$ cat src/rtl/core/mtss_pkg.sv
`default_nettype none
// ----------------------------------------------------------------------------
// mtss_pkg: shared types and codes of the span shader
// Operation codes, register indexes, queue entry and configuration bundles.
// ----------------------------------------------------------------------------
package mtss_pkg;

   typedef enum logic [2:0] {
      OP_LOAD_TEXEL = 3'd0,
      OP_LOAD_SHADE = 3'd1,
      OP_LOAD_BLEND = 3'd2,
      OP_START_SPAN = 3'd3,
      OP_PIXEL      = 3'd4
   } op_code_type;

   typedef enum logic [1:0] {
      CSR_U_SHIFT    = 2'd0,
      CSR_V_BITS     = 2'd1,
      CSR_BLEND_MODE = 2'd2,
      CSR_SWAP_BLEND = 2'd3
   } csr_index_type;

   typedef enum logic [2:0] {
      KIND_LOAD_TEXEL = 3'd0,
      KIND_LOAD_SHADE = 3'd1,
      KIND_LOAD_BLEND = 3'd2,
      KIND_PIXEL      = 3'd3,
      KIND_EXHAUSTED  = 3'd4
   } kind_type;

   typedef struct packed {
      kind_type   kind;
      logic [7:0] data;
      logic       last;
   } entry_type;

   typedef struct packed {
      logic [4:0] u_shift;
      logic [4:0] v_bits;
      logic       blend_mode;
      logic       swap_blend;
   } cfg_type;

   localparam logic [7:0] TRANSPARENT_TEXEL = 8'hff;
   localparam logic [4:0] U_SHIFT_RESET     = 5'd26;
   localparam logic [4:0] V_BITS_RESET      = 5'd6;
   localparam int         REQ_DATA_BITS     = 168;

endpackage
`default_nettype wire

$ cat src/rtl/core/mtss_queue.sv
`default_nettype none
// ----------------------------------------------------------------------------
// mtss_queue: four-entry queue between front and back
// Holds classified entries so that either side can stall on its own.
// ----------------------------------------------------------------------------
module mtss_queue #(
   parameter int QADDR_BITS = 16
) (
   input  wire                    clock,
   input  wire                    reset,
   input  wire                    push,
   input  mtss_pkg::entry_type    push_entry,
   input  wire  [QADDR_BITS-1:0]  push_addr,
   output logic                   full,
   input  wire                    pop,
   output logic                   head_valid,
   output mtss_pkg::entry_type    head_entry,
   output logic [QADDR_BITS-1:0]  head_addr
);

   localparam int DEPTH = 4;

   mtss_pkg::entry_type   entry_ff [DEPTH];
   logic [QADDR_BITS-1:0] addr_ff  [DEPTH];
   logic [1:0]            wr_ptr_ff, wr_ptr_in, rd_ptr_ff, rd_ptr_in;
   logic [2:0]            count_ff, count_in;
   logic                  do_pop;

   assign full       = (count_ff == 3'(DEPTH));
   assign head_valid = (count_ff != '0);
   assign head_entry = entry_ff[rd_ptr_ff];
   assign head_addr  = addr_ff[rd_ptr_ff];
   assign do_pop     = pop && head_valid;

   always_comb begin
      wr_ptr_in = push   ? wr_ptr_ff + 1'b1 : wr_ptr_ff;
      rd_ptr_in = do_pop ? rd_ptr_ff + 1'b1 : rd_ptr_ff;
      count_in  = count_ff + 3'(push) - 3'(do_pop);
   end

   always_ff @(posedge clock) begin
      if (push) begin
         entry_ff[wr_ptr_ff] <= push_entry;
         addr_ff[wr_ptr_ff]  <= push_addr;
      end
   end

   always_ff @(posedge clock) begin
      if (reset) begin
         wr_ptr_ff <= '0;
         rd_ptr_ff <= '0;
         count_ff  <= '0;
      end else begin
         wr_ptr_ff <= wr_ptr_in;
         rd_ptr_ff <= rd_ptr_in;
         count_ff  <= count_in;
      end
   end

endmodule
`default_nettype wire

$ cat config.mk
export PLATFORM = sky130hd
export DESIGN_NAME = mtss_queue
export DESIGN_NICKNAME = d
export VERILOG_FILES = /design/src/rtl/core/mtss_pkg.sv /design/src/rtl/core/mtss_queue.sv
export SDC_FILE = /design/constraint.sdc
export NUM_CORES = 1
export LEC_CHECK = 0
export BUFFER_PORTS_ARGS = -buffer_cell sky130_fd_sc_hd__buf_2
export CORE_MARGIN = 2
export CORE_UTILIZATION = 47
export CTS_BUF_LIST = sky130_fd_sc_hd__clkbuf_2 sky130_fd_sc_hd__clkbuf_4 sky130_fd_sc_hd__clkbuf_8
export DETAILED_ROUTE_END_ITERATION = 8
export GPL_ROUTABILITY_DRIVEN = 0
export PLACE_DENSITY = 0.67
export SETUP_SLACK_MARGIN = 0.05
export SYNTH_ARGS = -nofsm -noshare
export SYNTH_HDL_FRONTEND = slang
export SYNTH_SLANG_ARGS = --single-unit
$ cat constraint.sdc
create_clock -name clock -period 3.5 [get_ports clock]
set_clock_uncertainty 0.1 [all_clocks]
set_input_delay 0.175 -clock clock [delete_from_list [all_inputs] [get_ports clock]]
set_output_delay 0.175 -clock clock [all_outputs]
set_load 0.01 [all_outputs]
# Word level (Yosys, flattened, before mapping)
# Memories as Yosys holds them, arrays and structs flattened. A register that Yosys moved wholly into a read port is not among the register bits.
# Cells that the tools add are included.
totals:
  ff_bits: 7
  latch_bits: 0
  ramBits: 112
  mem_bits_ro: 0
  in_bits: 32
  out_inout_bits: 30
  wordCells: 18
  memories: 2
op_classes:
  addsub: 4
  n_mul: 0
  n_div: 0
  magnitude_cmp: 0
  n_eq_ne: 1
  n_shift: 0
  mux: 6
  bitwise: 0
  n_reduce_logical: 2
mem_list:
  columns: ["memory", "depth", "width", "read_ports", "rd_clocked_by_memory_dff", "write_ports", "line_no", "source"]
  rows:
  - ["addr_ff", 4, 16, 1, 1, 1, "mtss_queue.sv:24", "logic [QADDR_BITS-1:0] addr_ff [DEPTH];"]
  - ["entry_ff", 4, 12, 1, 1, 1, "mtss_queue.sv:23", "mtss_pkg::entry_type entry_ff [DEPTH];"]
op_table:
  columns: ["op", "n"]
  rows:
  - ["$mux 2", 4]
  - ["$add 2x1->2 const B", 2]
  - ["$add 3x1->3", 1]
  - ["$eq 3x3->1 const B", 1]
  - ["$reduce_bool 3->1", 1]
  - ["$sub 3x1->3", 1]
  - ["$mux 1", 2]
  - ["$logic_and 1x1->1", 1]

# Depth between registers and ports, before layout
depth:
  word_depth: 4
  ltp_mapped: 7
  mapped_depth_nobuf: 7

# Worst setup path before layout
# OpenSTA, ideal clock, no wires.
synth_path:
  path_kind: "reg-to-reg"
  from: "reg count_ff[1]"
  to: "reg count_ff[2]"
  setup_time_ns: 0.126
  arrival_time_ns: 1.701
  t_required_ns: 3.274
  path_slack_ns: 1.573
  path_stages_with_launch: 8
  path_buffers: 0
  synth_period_minus_slack_ns: 1.927
  cell_sequence: "dfxtp_1 o31a_1 ha_1 inv_1 ha_1 fa_1 xor3_1 nor2_1"
synth_via:
  elab_chain_cells: 3
  word_cells_on_any_way: 4
  cone_classes: "add/sub (2); reduce/logical (2)"
synth_lines:
  columns: ["item", "line_no", "source"]
  rows:
  - ["start: declaration", "mtss_queue.sv:26", "logic [2:0] count_ff, count_in;"]
  - ["start signal: assignment", "mtss_queue.sv:56", "count_ff <= count_in;"]
  - ["$reduce_bool 3->1", "mtss_queue.sv:30", "assign head_valid = (count_ff != '0);"]
  - ["$logic_and 1x1->1", "mtss_queue.sv:33", "assign do_pop = pop && head_valid;"]
  - ["via do_pop", "mtss_queue.sv:27", "logic do_pop;"]
  - ["$sub 3x1->3", "mtss_queue.sv:38", "count_in = count_ff + 3'(push) - 3'(do_pop);"]
# The timed path passes the listed nets, and every way through them passes these cells.
# A chain may end at the register's enable or synchronous reset.

==> flow_summary_export.csv <==
group,metric,value,unit
placed_design,dp_cells,377,
cts,cts_buffers,17,
finish,nFillCells,673,
finish,layout.nets,336,
power_and_ir_drop,p_leak,0.00200,uW
global_routing,grt_overflow_total,0,
finish,multi_input_area,936,um^2
worst_setup_path,max_stage_delay,680,ps
synth,synth-seq-area-share,0.776,
power_and_ir_drop,powerDensity,638,nW/um^2
synth,synth_cell_types,22,
timing,relSlewSlack,0.462,
cts,worstSkewPairLatency,420,ps
synth,syn_area,4570,um^2
global_routing,grt_pass1_vias,2292,
floorplanning,start_util,0.490,
timing,fmax,0.392,GHz
power_and_ir_drop,finalPower,3630,uW
timing,setup_violations,0,
synth,ys_warn_count,0,
detailed_routing,drtPass1Iterations,4,
timing,hold_viol_final,0,
run,cap_violations,0,
synth,synth_seq_cells,121,
floorplanning,die_area,10500,um^2
global_routing,antenna_found_initial,0,
finish,regArea,3540,um^2
detailed_routing,postRouteWirelength,7530,um
worst_setup_path,startpoint_type,"register",
placed_design,post-dp-hpwl,4300,um
worst_setup_path,critical_path_buf_inv_count,2,
power_and_ir_drop,ir_drop,0.226,mV
detailed_routing,via_per_inst,4.98,
finish,final_layout_size_suffix_gt1_frac,0.394,
cts,cts-root-buf,"clkbuf_8",
detailed_routing,antenna_left,0,
detailed_routing,drc,0,
timing,grt_setup_unrepaired,"no",
synth,synth_fp_nets,231,
cts,cts_tree,"yes",
worst_setup_path,path_max_fanout,16,
floorplanning,die_h,103,um
timing,period_minus_slack,2550,ps
floorplanning,num_io_pins,62,
global_routing,grt_pass1_wl,11600,um
synth,syn_avg_cell_area,23.8,um^2
floorplanning,dieWidth,103,um
timing,final-max-slew-violation-count,0,
placed_design,place.port_buffers,61,
worst_setup_path,path_class,"register to output pin",
status,status,"complete, no violations",
detailed_routing,via_count,2186,
worst_setup_path,cp_data_required_time,3220,ps
detailed_routing,drtIter0Drc,88,
floorplanning,num_rows,35,
timing,tightestPinTransition,807,ps
worst_setup_path,critPathArrivalTime,2280,ps
cts,clk_pin_slew,70,ps
cts,ctsResizeCount,0,
worst_setup_path,cp-end-kind,"output pin",
finish,final_cells,439,
timing,layout_setup_ws,950,ps
floorplanning,core,9330,um^2
finish,area.growth.synth_to_final,24.5,%
cts,cts.path.max_buffers,2,
worst_setup_path,critPathSlowestCell,"dfxtp_2",
worst_setup_path,cp_top_family,"flip-flops",
synth,syn_inst,192,
finish,n_antenna_cell,0,
cts,htreeDepth,4,
cts,numClockSinks,121,
worst_setup_path,cp_cell_sequence,"buf_4, mux4_1, buf_2",
timing,fin_crit_sh,0.729,
global_routing,grt_max_degree,29,
worst_hold_path,min_path_type,"input port to register",
global_routing,grtUsageTotal,0.156,
placed_design,dp_slack,1350,ps
detailed_routing,post_drt_wl_per_cell,17.2,um
timing,finalSetupTns,0,ps
[registers in the layout, summed over array words and instances (netlist names), named ones only]
signal     cells
rd_ptr_ff      2
entry_ff      48
wr_ptr_ff      2
count_ff       3
addr_ff       64
[layout by cell type, fill, tap and decap left out]
cell type	netlist	layout
inv_1	6	6
nor2b_1	4	4
fa_1	1	1
clkbuf_8	0	17
mux4_2	20	20
dfxtp_2	0	1
xnor2_1	1	1
clkinv_1	0	1
or3_1	1	1
ha_1	6	6
nor2_1	5	5
and3_1	1	1
mux4_1	8	8
clkinv_2	0	3
clkinvlp_4	0	6
bufinv_16	0	3
and2_2	0	4
o311ai_0	1	1
mux2_2	3	3
mux2i_1	1	1
dlygate4sd3_1	0	30
o31a_1	1	1
dfxtp_1	9	8
clkbuf_4	0	2
edfxtp_1	112	112
buf_2	3	61
buf_4	0	2
xor3_1	1	1
[per-layer routing]
metal | vias to the layer above | track usage | share of wire
met4 | 0 | 0.0574 | 0.015
li1 | 1009 | - | -
met3 | 12 | 0.0563 | 0.043
met1 | 1110 | 0.193 | 0.43
met5 | - | 0 | 0
met2 | 55 | 0.256 | 0.52
[final timing paths]
kind,from,to,slack [ps],cells after the start
max reg2reg,count_ff[1],count_ff[2],1490,7
min reg2reg,wr_ptr_ff[1],wr_ptr_ff[1],460,2
min,pop,rd_ptr_ff[1],60,3
max,register,head_addr[5],950,3
[synth_stat cells, drive strengths merged]
master / n / area share
fa: 1 / 0.0044
nor2: 5 / 0.0041
o311ai: 1 / 0.0019
mux2: 3 / 0.0074
clkbuf: 1 / 0.00082
xor3: 1 / 0.0052
or3: 1 / 0.0014
inv: 6 / 0.0049
o31a: 1 / 0.0019
buf: 6 / 0.015
and2: 4 / 0.0055
dfxtp: 9 / 0.039
ha: 6 / 0.016
and3: 1 / 0.0014
xnor2: 1 / 0.0019
mux4: 28 / 0.14
nor2b: 4 / 0.0055
mux2i: 1 / 0.0022
edfxtp: 112 / 0.74
[per-stage QoR]
stage / cell area [um^2] / utilization / hold slack [ps]
5_1_grt: 5690 / 0.610 / 76.7
2_1_floorplan: 4570 / - / 174
6_report: 5690 / 0.610 / 61.2
4_1_cts: 5690 / 0.610 / 61.9
3_3_place_gp: 4980 / 0.534 / 287
3_5_place_dp: 4980 / 0.534 / 294
[final cells by class]
type                    instances  share of cell area
flip-flops and latches        121               0.623
repair buffers                 93               0.109
inverters                       6             0.00396
multi-input cells              58               0.165
clock inverters                13              0.0271
clock buffers                  19              0.0438
well taps                     129              0.0284
[worst min-delay path: cells and delay by family]
family	cells	cell delay [ps]
buf+inv	1	100
mux	1	170
compound gates	1	100
[cell families after synthesis]
logic type / share of synthesized area
flip-flops: 0.776
multiplexers: 0.154
AND/OR/NAND/NOR: 0.0178
buffers and inverters: 0.0203
adder cells (fa/ha/maj): 0.0208
AO/OA/AOI/OAI: 0.00384
XOR/XNOR: 0.00712
[timing repair]
| item | in CTS | in global routing |
|---|---|---|
| hold buffers | 30 | 0 |
| endpoints found under the hold margin | 117 | 0 |
| buffers inserted | 0 | 0 |
[where the power goes]
group	internal [uW]	switching, uW
combinational	357	291
clock	711	526
sequential	1680	66.1
total	2740	884
Note: power is estimated with default switching activity, not from simulation.
