**config.mk**
```make
export PLATFORM = sky130hd
export DESIGN_NAME = mtss_front
export DESIGN_NICKNAME = d
export VERILOG_FILES = /design/src/rtl/core/mtss_pkg.sv /design/src/rtl/core/mtss_front.sv
export SDC_FILE = /design/constraint.sdc
export NUM_CORES = 1
export LEC_CHECK = 0
export ABC_CLOCK_PERIOD_IN_PS = 4250
export BUFFER_PORTS_ARGS = -buffer_cell sky130_fd_sc_hd__buf_4
export CORE_ASPECT_RATIO = 2
export CORE_UTILIZATION = 30
export CTS_CLUSTER_SIZE = 30
export DETAILED_ROUTE_END_ITERATION = 8
export PLACE_DENSITY = 0.6
export SETUP_SLACK_MARGIN = 0.2
export SKIP_LAST_GASP = 1
export SLEW_MARGIN = 20
export SYNTH_ARGS = -nofsm -noshare
export SYNTH_HDL_FRONTEND = slang
export SYNTH_SLANG_ARGS = --single-unit
```
**constraint.sdc**
```tcl
create_clock -name clock -period 4.25 [get_ports clock]
set_clock_uncertainty 0.05 [all_clocks]
set_input_delay 0.425 -clock clock [delete_from_list [all_inputs] [get_ports clock]]
set_output_delay 0.425 -clock clock [all_outputs]
set_load 0.01 [all_outputs]
```
**src/rtl/core/mtss_pkg.sv**
```systemverilog
`default_nettype none
// ----------------------------------------------------------------------------
// mtss_pkg: shared types and codes of the span shader
// Operation codes, register indexes, queue entry and configuration bundles.
// ----------------------------------------------------------------------------
package mtss_pkg;

   typedef enum logic [2:0] {
      OP_LOAD_TEXEL = 3'd0,
      OP_LOAD_SHADE = 3'd1,
      OP_LOAD_BLEND = 3'd2,
      OP_START_SPAN = 3'd3,
      OP_PIXEL      = 3'd4
   } op_code_type;

   typedef enum logic [1:0] {
      CSR_U_SHIFT    = 2'd0,
      CSR_V_BITS     = 2'd1,
      CSR_BLEND_MODE = 2'd2,
      CSR_SWAP_BLEND = 2'd3
   } csr_index_type;

   typedef enum logic [2:0] {
      KIND_LOAD_TEXEL = 3'd0,
      KIND_LOAD_SHADE = 3'd1,
      KIND_LOAD_BLEND = 3'd2,
      KIND_PIXEL      = 3'd3,
      KIND_EXHAUSTED  = 3'd4
   } kind_type;

   typedef struct packed {
      kind_type   kind;
      logic [7:0] data;
      logic       last;
   } entry_type;

   typedef struct packed {
      logic [4:0] u_shift;
      logic [4:0] v_bits;
      logic       blend_mode;
      logic       swap_blend;
   } cfg_type;

   localparam logic [7:0] TRANSPARENT_TEXEL = 8'hff;
   localparam logic [4:0] U_SHIFT_RESET     = 5'd26;
   localparam logic [4:0] V_BITS_RESET      = 5'd6;
   localparam int         REQ_DATA_BITS     = 168;

endpackage
`default_nettype wire

```
**src/rtl/core/mtss_front.sv**
```systemverilog
`default_nettype none
// ----------------------------------------------------------------------------
// mtss_front: request decode and span stepping
// Accepts request beats, steps the U/V accumulators and span count, builds
// the texel index and pushes one classified entry per beat that needs work.
// ----------------------------------------------------------------------------
module mtss_front #(
   parameter int TEX_BITS   = 16,
   parameter int SPAN_BITS  = 12,
   parameter int QADDR_BITS = 16
) (
   input  wire                               clock,
   input  wire                               reset,
   input  wire                               req_tvalid,
   output logic                              req_tready,
   input  wire  [2:0]                        req_tuser,
   input  wire  [mtss_pkg::REQ_DATA_BITS-1:0] req_tdata,
   input  mtss_pkg::cfg_type                 cfg,
   input  wire                               q_full,
   output logic                              push,
   output mtss_pkg::entry_type               push_entry,
   output logic [QADDR_BITS-1:0]             push_addr
);

   logic              accept;
   logic [15:0]       table_address;
   logic [7:0]        byte_value;
   logic [31:0]       u_start, v_start, u_increment, v_increment;
   logic [11:0]       span_length;
   logic [SPAN_BITS-1:0] span_len_masked;
   logic [31:0]       u_acc_ff, u_acc_in, v_acc_ff, v_acc_in;
   logic [31:0]       u_step_ff, u_step_in, v_step_ff, v_step_in;
   logic [SPAN_BITS:0] left_ff, left_in;
   logic [31:0]       u_shifted, u_part, v_part;
   logic [TEX_BITS-1:0] texel_index;

   assign req_tready    = !q_full;
   assign accept        = req_tvalid && !q_full;
   assign table_address = req_tdata[15:0];
   assign byte_value    = req_tdata[23:16];
   assign u_start       = req_tdata[55:24];
   assign v_start       = req_tdata[87:56];
   assign u_increment   = req_tdata[119:88];
   assign v_increment   = req_tdata[151:120];
   assign span_length   = req_tdata[163:152];
   assign span_len_masked = SPAN_BITS'(span_length);

   assign u_shifted   = u_acc_ff >> cfg.u_shift;
   assign u_part      = u_shifted << cfg.v_bits;
   assign v_part      = (v_acc_ff >> 1) >> (5'd31 - cfg.v_bits);
   assign texel_index = TEX_BITS'(u_part | v_part);

   always_comb begin
      push            = 1'b0;
      push_entry.kind = mtss_pkg::KIND_PIXEL;
      push_entry.data = byte_value;
      push_entry.last = 1'b0;
      push_addr       = QADDR_BITS'(table_address);
      u_acc_in        = u_acc_ff;
      v_acc_in        = v_acc_ff;
      u_step_in       = u_step_ff;
      v_step_in       = v_step_ff;
      left_in         = left_ff;
      case (mtss_pkg::op_code_type'(req_tuser))
         mtss_pkg::OP_LOAD_TEXEL: begin
            push            = accept;
            push_entry.kind = mtss_pkg::KIND_LOAD_TEXEL;
         end
         mtss_pkg::OP_LOAD_SHADE: begin
            push            = accept;
            push_entry.kind = mtss_pkg::KIND_LOAD_SHADE;
         end
         mtss_pkg::OP_LOAD_BLEND: begin
            push            = accept;
            push_entry.kind = mtss_pkg::KIND_LOAD_BLEND;
         end
         mtss_pkg::OP_START_SPAN: begin
            if (accept) begin
               u_acc_in  = u_start;
               v_acc_in  = v_start;
               u_step_in = u_increment;
               v_step_in = v_increment;
               left_in   = {1'b0, span_len_masked} + 1'b1;
            end
         end
         mtss_pkg::OP_PIXEL: begin
            push = accept;
            if (left_ff == '0) begin
               push_entry.kind = mtss_pkg::KIND_EXHAUSTED;
            end else begin
               push_entry.kind = mtss_pkg::KIND_PIXEL;
               push_entry.last = (left_ff == (SPAN_BITS+1)'(1));
               push_addr       = QADDR_BITS'(texel_index);
               if (accept) begin
                  u_acc_in = u_acc_ff + u_step_ff;
                  v_acc_in = v_acc_ff + v_step_ff;
                  left_in  = left_ff - 1'b1;
               end
            end
         end
         default: begin
            push = 1'b0;
         end
      endcase
   end

   always_ff @(posedge clock) begin
      if (reset) begin
         u_acc_ff  <= '0;
         v_acc_ff  <= '0;
         u_step_ff <= '0;
         v_step_ff <= '0;
         left_ff   <= '0;
      end else begin
         u_acc_ff  <= u_acc_in;
         v_acc_ff  <= v_acc_in;
         u_step_ff <= u_step_in;
         v_step_ff <= v_step_in;
         left_ff   <= left_in;
      end
   end

endmodule
`default_nettype wire

```
; Word level (Yosys, flattened, before mapping)
; Cells that the tools add are included.
[word_totals]
reg_bits = 141
latch_bits = 0
mem_bits_rw = 0
rom_bits = 0
input_bits = 187
out_inout_bits = 30
elab_cells = 49
memories = 0
[classes]
add_sub_neg = 5
mul = 0
div = 0
order_cmp = 0
eq_ne = 8
n_shift = 3
n_mux = 19
n_bitwise = 1
n_reduce_logical = 8
[op_table]
columns = cell, count
row1 = 2-to-1 mux 32 bit, 6
row2 = case mux 32 bit (2 select lines), 2
row3 = adder 32 bit, 2
row4 = 2-to-1 mux 13 bit, 3
row5 = 2-to-1 mux 16 bit, 2
row6 = left shift 32 x 5 -> 16 bit, 1
row7 = >> shifter 32 x 5 -> 32 bit, 1
row8 = >> shifter 31 x 5 -> 16 bit, 1
row9 = case mux 13 bit (2 select lines), 1
row10 = OR 16 bit, 1
row11 = "adder 12 x 1 -> 13 bit, second input constant", 1
row12 = "== test 13 x 1 -> 1 bit, second input constant", 1
row13 = logical NOT 13 bit, 1
row14 = "subtractor 13 x 1 -> 13 bit, second input constant", 1
row15 = case mux 3 bit (4 select lines), 1
row16 = "== test 3 x 2 -> 1 bit, second input constant", 2
row17 = "!= test 2 bit, second input constant", 3
row18 = "subtractor 5 bit, first input constant", 1
row19 = AND reduction 4 bit, 1
row20 = OR reduction 4 bit, 1
row21 = "== test 3 x 1 -> 1 bit, second input constant", 1
row22 = "== test 3 bit, second input constant", 1
row23 = logical NOT 3 bit, 1
row24 = 2-to-1 mux 1 bit, 3
row25 = other kinds (5), 5

; Depth between registers and ports, before layout
[depth]
ltp_word = 5
ltp_mapped = 14
depth_no_buf = 13

; Least setup slack after synthesis
; OpenSTA, ideal clock, no wires.
[synth_path]
path_kind = input to output
startpoint = input cfg[7] (netlist bit)
endpoint = output push_addr[11]
arrival_ns = 2.845
required_ns = 3.775
slack_ns = 0.930
stages = 10
n_path_buf = 2
path_cell_list = buf_6 buf_12 nand2b_1 mux4_2 mux2_2 a211oi_2 a21oi_1 mux2_4 mux4_2 a31oi_1
[synth_between]
elab_chain_cells = 5
[synth_lines]
columns = element, line
row1 = "start, declared", mtss_front.sv:18  ; input mtss_pkg::cfg_type cfg,
row2 = >> shifter 32 x 5 -> 32 bit, mtss_front.sv:48  ; assign u_shifted = u_acc_ff >> cfg.u_shift;
row3 = left shift 32 x 5 -> 16 bit, mtss_front.sv:49  ; assign u_part = u_shifted << cfg.v_bits;
row4 = OR 16 bit, mtss_front.sv:51  ; assign texel_index = TEX_BITS'(u_part | v_part);
row5 = 2-to-1 mux 16 bit, mtss_front.sv:88  ; if (left_ff == '0) begin
row6 = 2-to-1 mux 16 bit, mtss_front.sv:64  ; case (mtss_pkg::op_code_type'(req_tuser))
row7 = "end, declared", mtss_front.sv:22  ; output logic [QADDR_BITS-1:0] push_addr
; No other way between the ends.

; Final worst setup path
[layout_path]
startpoint = register u_acc_ff[26]
endpoint = output push_addr[11]
[layout_between]
elab_chain_cells = 5
[layout_lines]
columns = element, line
row1 = "start, declared", mtss_front.sv:31  ; logic [31:0] u_acc_ff, u_acc_in, v_acc_ff, v_acc_in;
row2 = "start signal, assigned", mtss_front.sv:115  ; u_acc_ff <= u_acc_in;
row3 = >> shifter 32 x 5 -> 32 bit, mtss_front.sv:48
row4 = left shift 32 x 5 -> 16 bit, mtss_front.sv:49
row5 = OR 16 bit, mtss_front.sv:51
row6 = 2-to-1 mux 16 bit, mtss_front.sv:88
row7 = 2-to-1 mux 16 bit, mtss_front.sv:64
; No other way between the ends.

==> impl_metrics.py <==
metrics = {
    "run_status": {
        "status": "complete, no violations",
    },
    "worst_setup_path": {
        "worst_ep_required_time_ns": 3.77,
        "cp.arrival_ns": 3.41,
        "reg2regPathDepth": 13,
        "path_class": "flop to output port",
        "critPathMaxFanout": 8,
        "startpoint_type": "flop",
        "end_kind": "output port",
    },
    "synth": {
        "syn-cell-area_sq_um": 12770,
        "synth_ff_type": "dfxtp_1",
        "synth_edf_count": 0,
        "syn_avg_cell_area_sq_um": 7.784,
        "synth.yosys.warnings": 0,
        "synth_top_family_by_area": "compound AO/OA/AOI/OAI gates",
        "synthMuxAreaShare_pct": 15.71,
        "synthSimpleGateAreaFrac_pct": 19.06,
        "yosys-top-cells-area": "dfxtp_1 (22%), nand2_1 (8.5%), a21oi_1 (8.5%)",
        "synth_top_area_share_pct": 22.11,
        "syn_nets": 1894,
        "synth_cells": 1640,
        "synth_compound_area_share_pct": 25.19,
        "async_flop_share_pct": 0,
        "ys_ff_latch": 141,
        "synthDistinctLibCells": 82,
        "synth-xor-area-share_pct": 4.254,
        "yosysSeqAreaShare_pct": 22.11,
        "synth_top_area_cell": "dfxtp_1",
        "synthAdderAreaFrac_pct": 6.684,
    },
    "flow_run": {
        "max_cap_viol_count": 0,
    },
    "finish": {
        "diodes": 0,
        "nNetsFinal": 2010,
        "fin_util_pct": 35.74,
        "drive_gt1_share_pct": 18.94,
        "final_area_sq_um": 14980,
        "area_delta_synth_final_pct": 17.33,
        "filler_cell_count": 4498,
        "layout_commonest_cell": "nand2_1",
        "mostFrequentLayoutCells": "nand2_1 (289), a21oi_1 (215), buf_4 (214)",
    },
    "clock_network": {
        "clock_sinks": 141,
        "cts_buffers": 17,
        "clk_pin_slew_worst_paths_ns": 0.07,
        "cts_tree": "yes",
        "cts_setup_buffers": 0,
        "insertion_delay_ns": 0.44,
        "cts_root_buffer": "clkbuf_16",
        "htreeDepth": 4,
        "clk_path_buf_depth": 2,
    },
    "grt": {
        "grt-ovfl-total": 0,
        "grt_util_all_layers_pct": 19.55,
        "grt_pass1_wl_um": 66200,
        "antenna_found_initial": 0,
        "grt_max_degree": 71,
        "grt_pass1_vias": 12440,
    },
    "hold_path": {
        "timing.hold.worst_path_depth": 3,
        "hold_class": "primary input to flop",
    },
    "floorplan": {
        "start_util_pct": 30.46,
        "io_pins": 217,
        "num_rows": 106,
        "fp.dieArea_sq_um": 43430,
        "die_w_um": 147.9,
        "die_h_um": 293.7,
        "coreArea_sq_um": 41910,
    },
    "timing": {
        "slew_headroom_pct": 42.53,
        "drv_slew": 0,
        "hold_viol": 0,
        "fmax_mhz": 257.5,
        "whs_ns": 0.1768,
        "setup_tns_ns": 0,
        "fin_crit_sh_pct": 91.38,
        "setup_violations": 0,
        "fin_crit_ns": 3.884,
        "tightest_slew_ns": 0.8541,
        "rsz0062_at_grt": "false",
    },
    "placed_design": {
        "dpl_cell_area_sq_um": 14370,
        "dpl.hpwl_um": 32910,
        "gp_congestion": 0.9195,
        "port-buffer-count": 194,
    },
    "pwr": {
        "power_density_nw_per_um2": 237.8,
        "leakagePower_nw": 6.083,
        "vdd_drop_max_mv": 0.2717,
    },
    "detailed_routing": {
        "vias": 12540,
        "drt_iter0_drc": 552,
        "vias_per_cell": 5.431,
        "ant_nets": 0,
        "first_pass_iters": 5,
        "wire_per_inst_um": 18.41,
        "wirelength_um": 42510,
        "drc": 0,
    },
}
## critical path: stages, from the launching register on
cell      delay (ns)
dfxtp_1         0.54
mux2i_1         0.16
mux4_2          0.53
mux2_2          0.30
a211oi_2        0.23
a21oi_1         0.09
mux2_4          0.31
mux4_2          0.49
a31oi_1         0.18
buf_4           0.14
## power by group
| part | switching (mW) | internal, mW | total, mW | leakage [nW] |
|---|---|---|---|---|
| Clock | 0.638 | 0.796 | 1.43 | 0.259 |
| Sequential | 0.0415 | 1.35 | 1.39 | 1.14 |
| Combinational | 0.399 | 0.338 | 0.736 | 4.68 |
| Total | 1.08 | 2.48 | 3.56 | 6.08 |
## final cells by class
type | instances | area [sq um] | share of cell area (%)
multi-input cells | 1350 | 9104 | 60.78
flip-flops and latches | 141 | 2823 | 18.85
clock buffers | 21 | 470.5 | 3.141
repair buffers | 220 | 1725 | 11.52
well taps | 540 | 675.6 | 4.511
clock inverters | 11 | 82.58 | 0.5513
inverters | 26 | 97.59 | 0.6516
## kinds of logic (layout without fill, tap and decap cells)
family | after synthesis | count (layout)
AND/OR/NAND/NOR | 569 | 569
XOR/XNOR | 62 | 62
adder cells (fa/ha/maj) | 67 | 67
multiplexers | 135 | 135
buffers and inverters | 149 | 278
AO/OA/AOI/OAI | 517 | 517
flip-flops | 141 | 141
## layer usage
layer | track usage [%] | up-vias | wire, um
met5 | 0 | - | 0
met2 | 36.72 | 319 | 22390
met3 | 2.217 | 65 | 1333
met1 | 21.37 | 5951 | 17030
li1 | - | 6205 | -
met4 | 9.605 | 0 | 1754
## registers in the layout, summed over array words and instances, names as in the netlist
name       flops
v_step_ff     32
u_step_ff     32
v_acc_ff      32
u_acc_ff      32
left_ff       13
## worst paths after layout
| kind | from | to | slack (ns) |
|---|---|---|---|
| max | u_acc_ff[26]$_SDFFE_PP0P_ | push_addr[11] | 0.37 |
| min | req_tdata[136] | v_step_ff[16]$_SDFFE_PP0P_ | 0.18 |
| max reg2reg | u_acc_ff[0]$_SDFFE_PP0P_ | u_acc_ff[26]$_SDFFE_PP0P_ | 0.58 |
| min reg2reg | u_step_ff[21]$_SDFFE_PP0P_ | u_step_ff[21]$_SDFFE_PP0P_ | 0.41 |
## stage by stage
stage | setup WS, ns | total power [mW] | cells
after floorplan | 0.9301 | 1.883 | 1640
after global placement | 0.2776 | 2.148 | 2276
after detailed placement | 0.2757 | 2.155 | 2276
after CTS | 0.2459 | 3.601 | 2308
after global routing | 0.2190 | 3.725 | 2309
final | 0.3662 | 3.561 | 2309
## cells in the mapped netlist (21+ instances only)
| library cell | n |
|---|---|
| nand2_1 | 289 |
| a21oi_1 | 216 |
| nor2_1 | 153 |
| dfxtp_1 | 141 |
| o21ai_0 | 86 |
| clkbuf_1 | 73 |
| ha_1 | 65 |
| mux2i_1 | 65 |
| xnor2_1 | 41 |
| a211oi_1 | 39 |
| mux4_2 | 35 |
| a21o_1 | 29 |
| a311oi_1 | 25 |
| o211ai_1 | 25 |
| inv_1 | 22 |
| mux2_2 | 22 |
| nand3_1 | 22 |
| xor2_1 | 21 |
## timing repair
action                     CTS  global route
hold buffers                 0             0
resized for setup            0             6
setup endpoints to repair    0             7
Power figures use the tool's default switching activity.
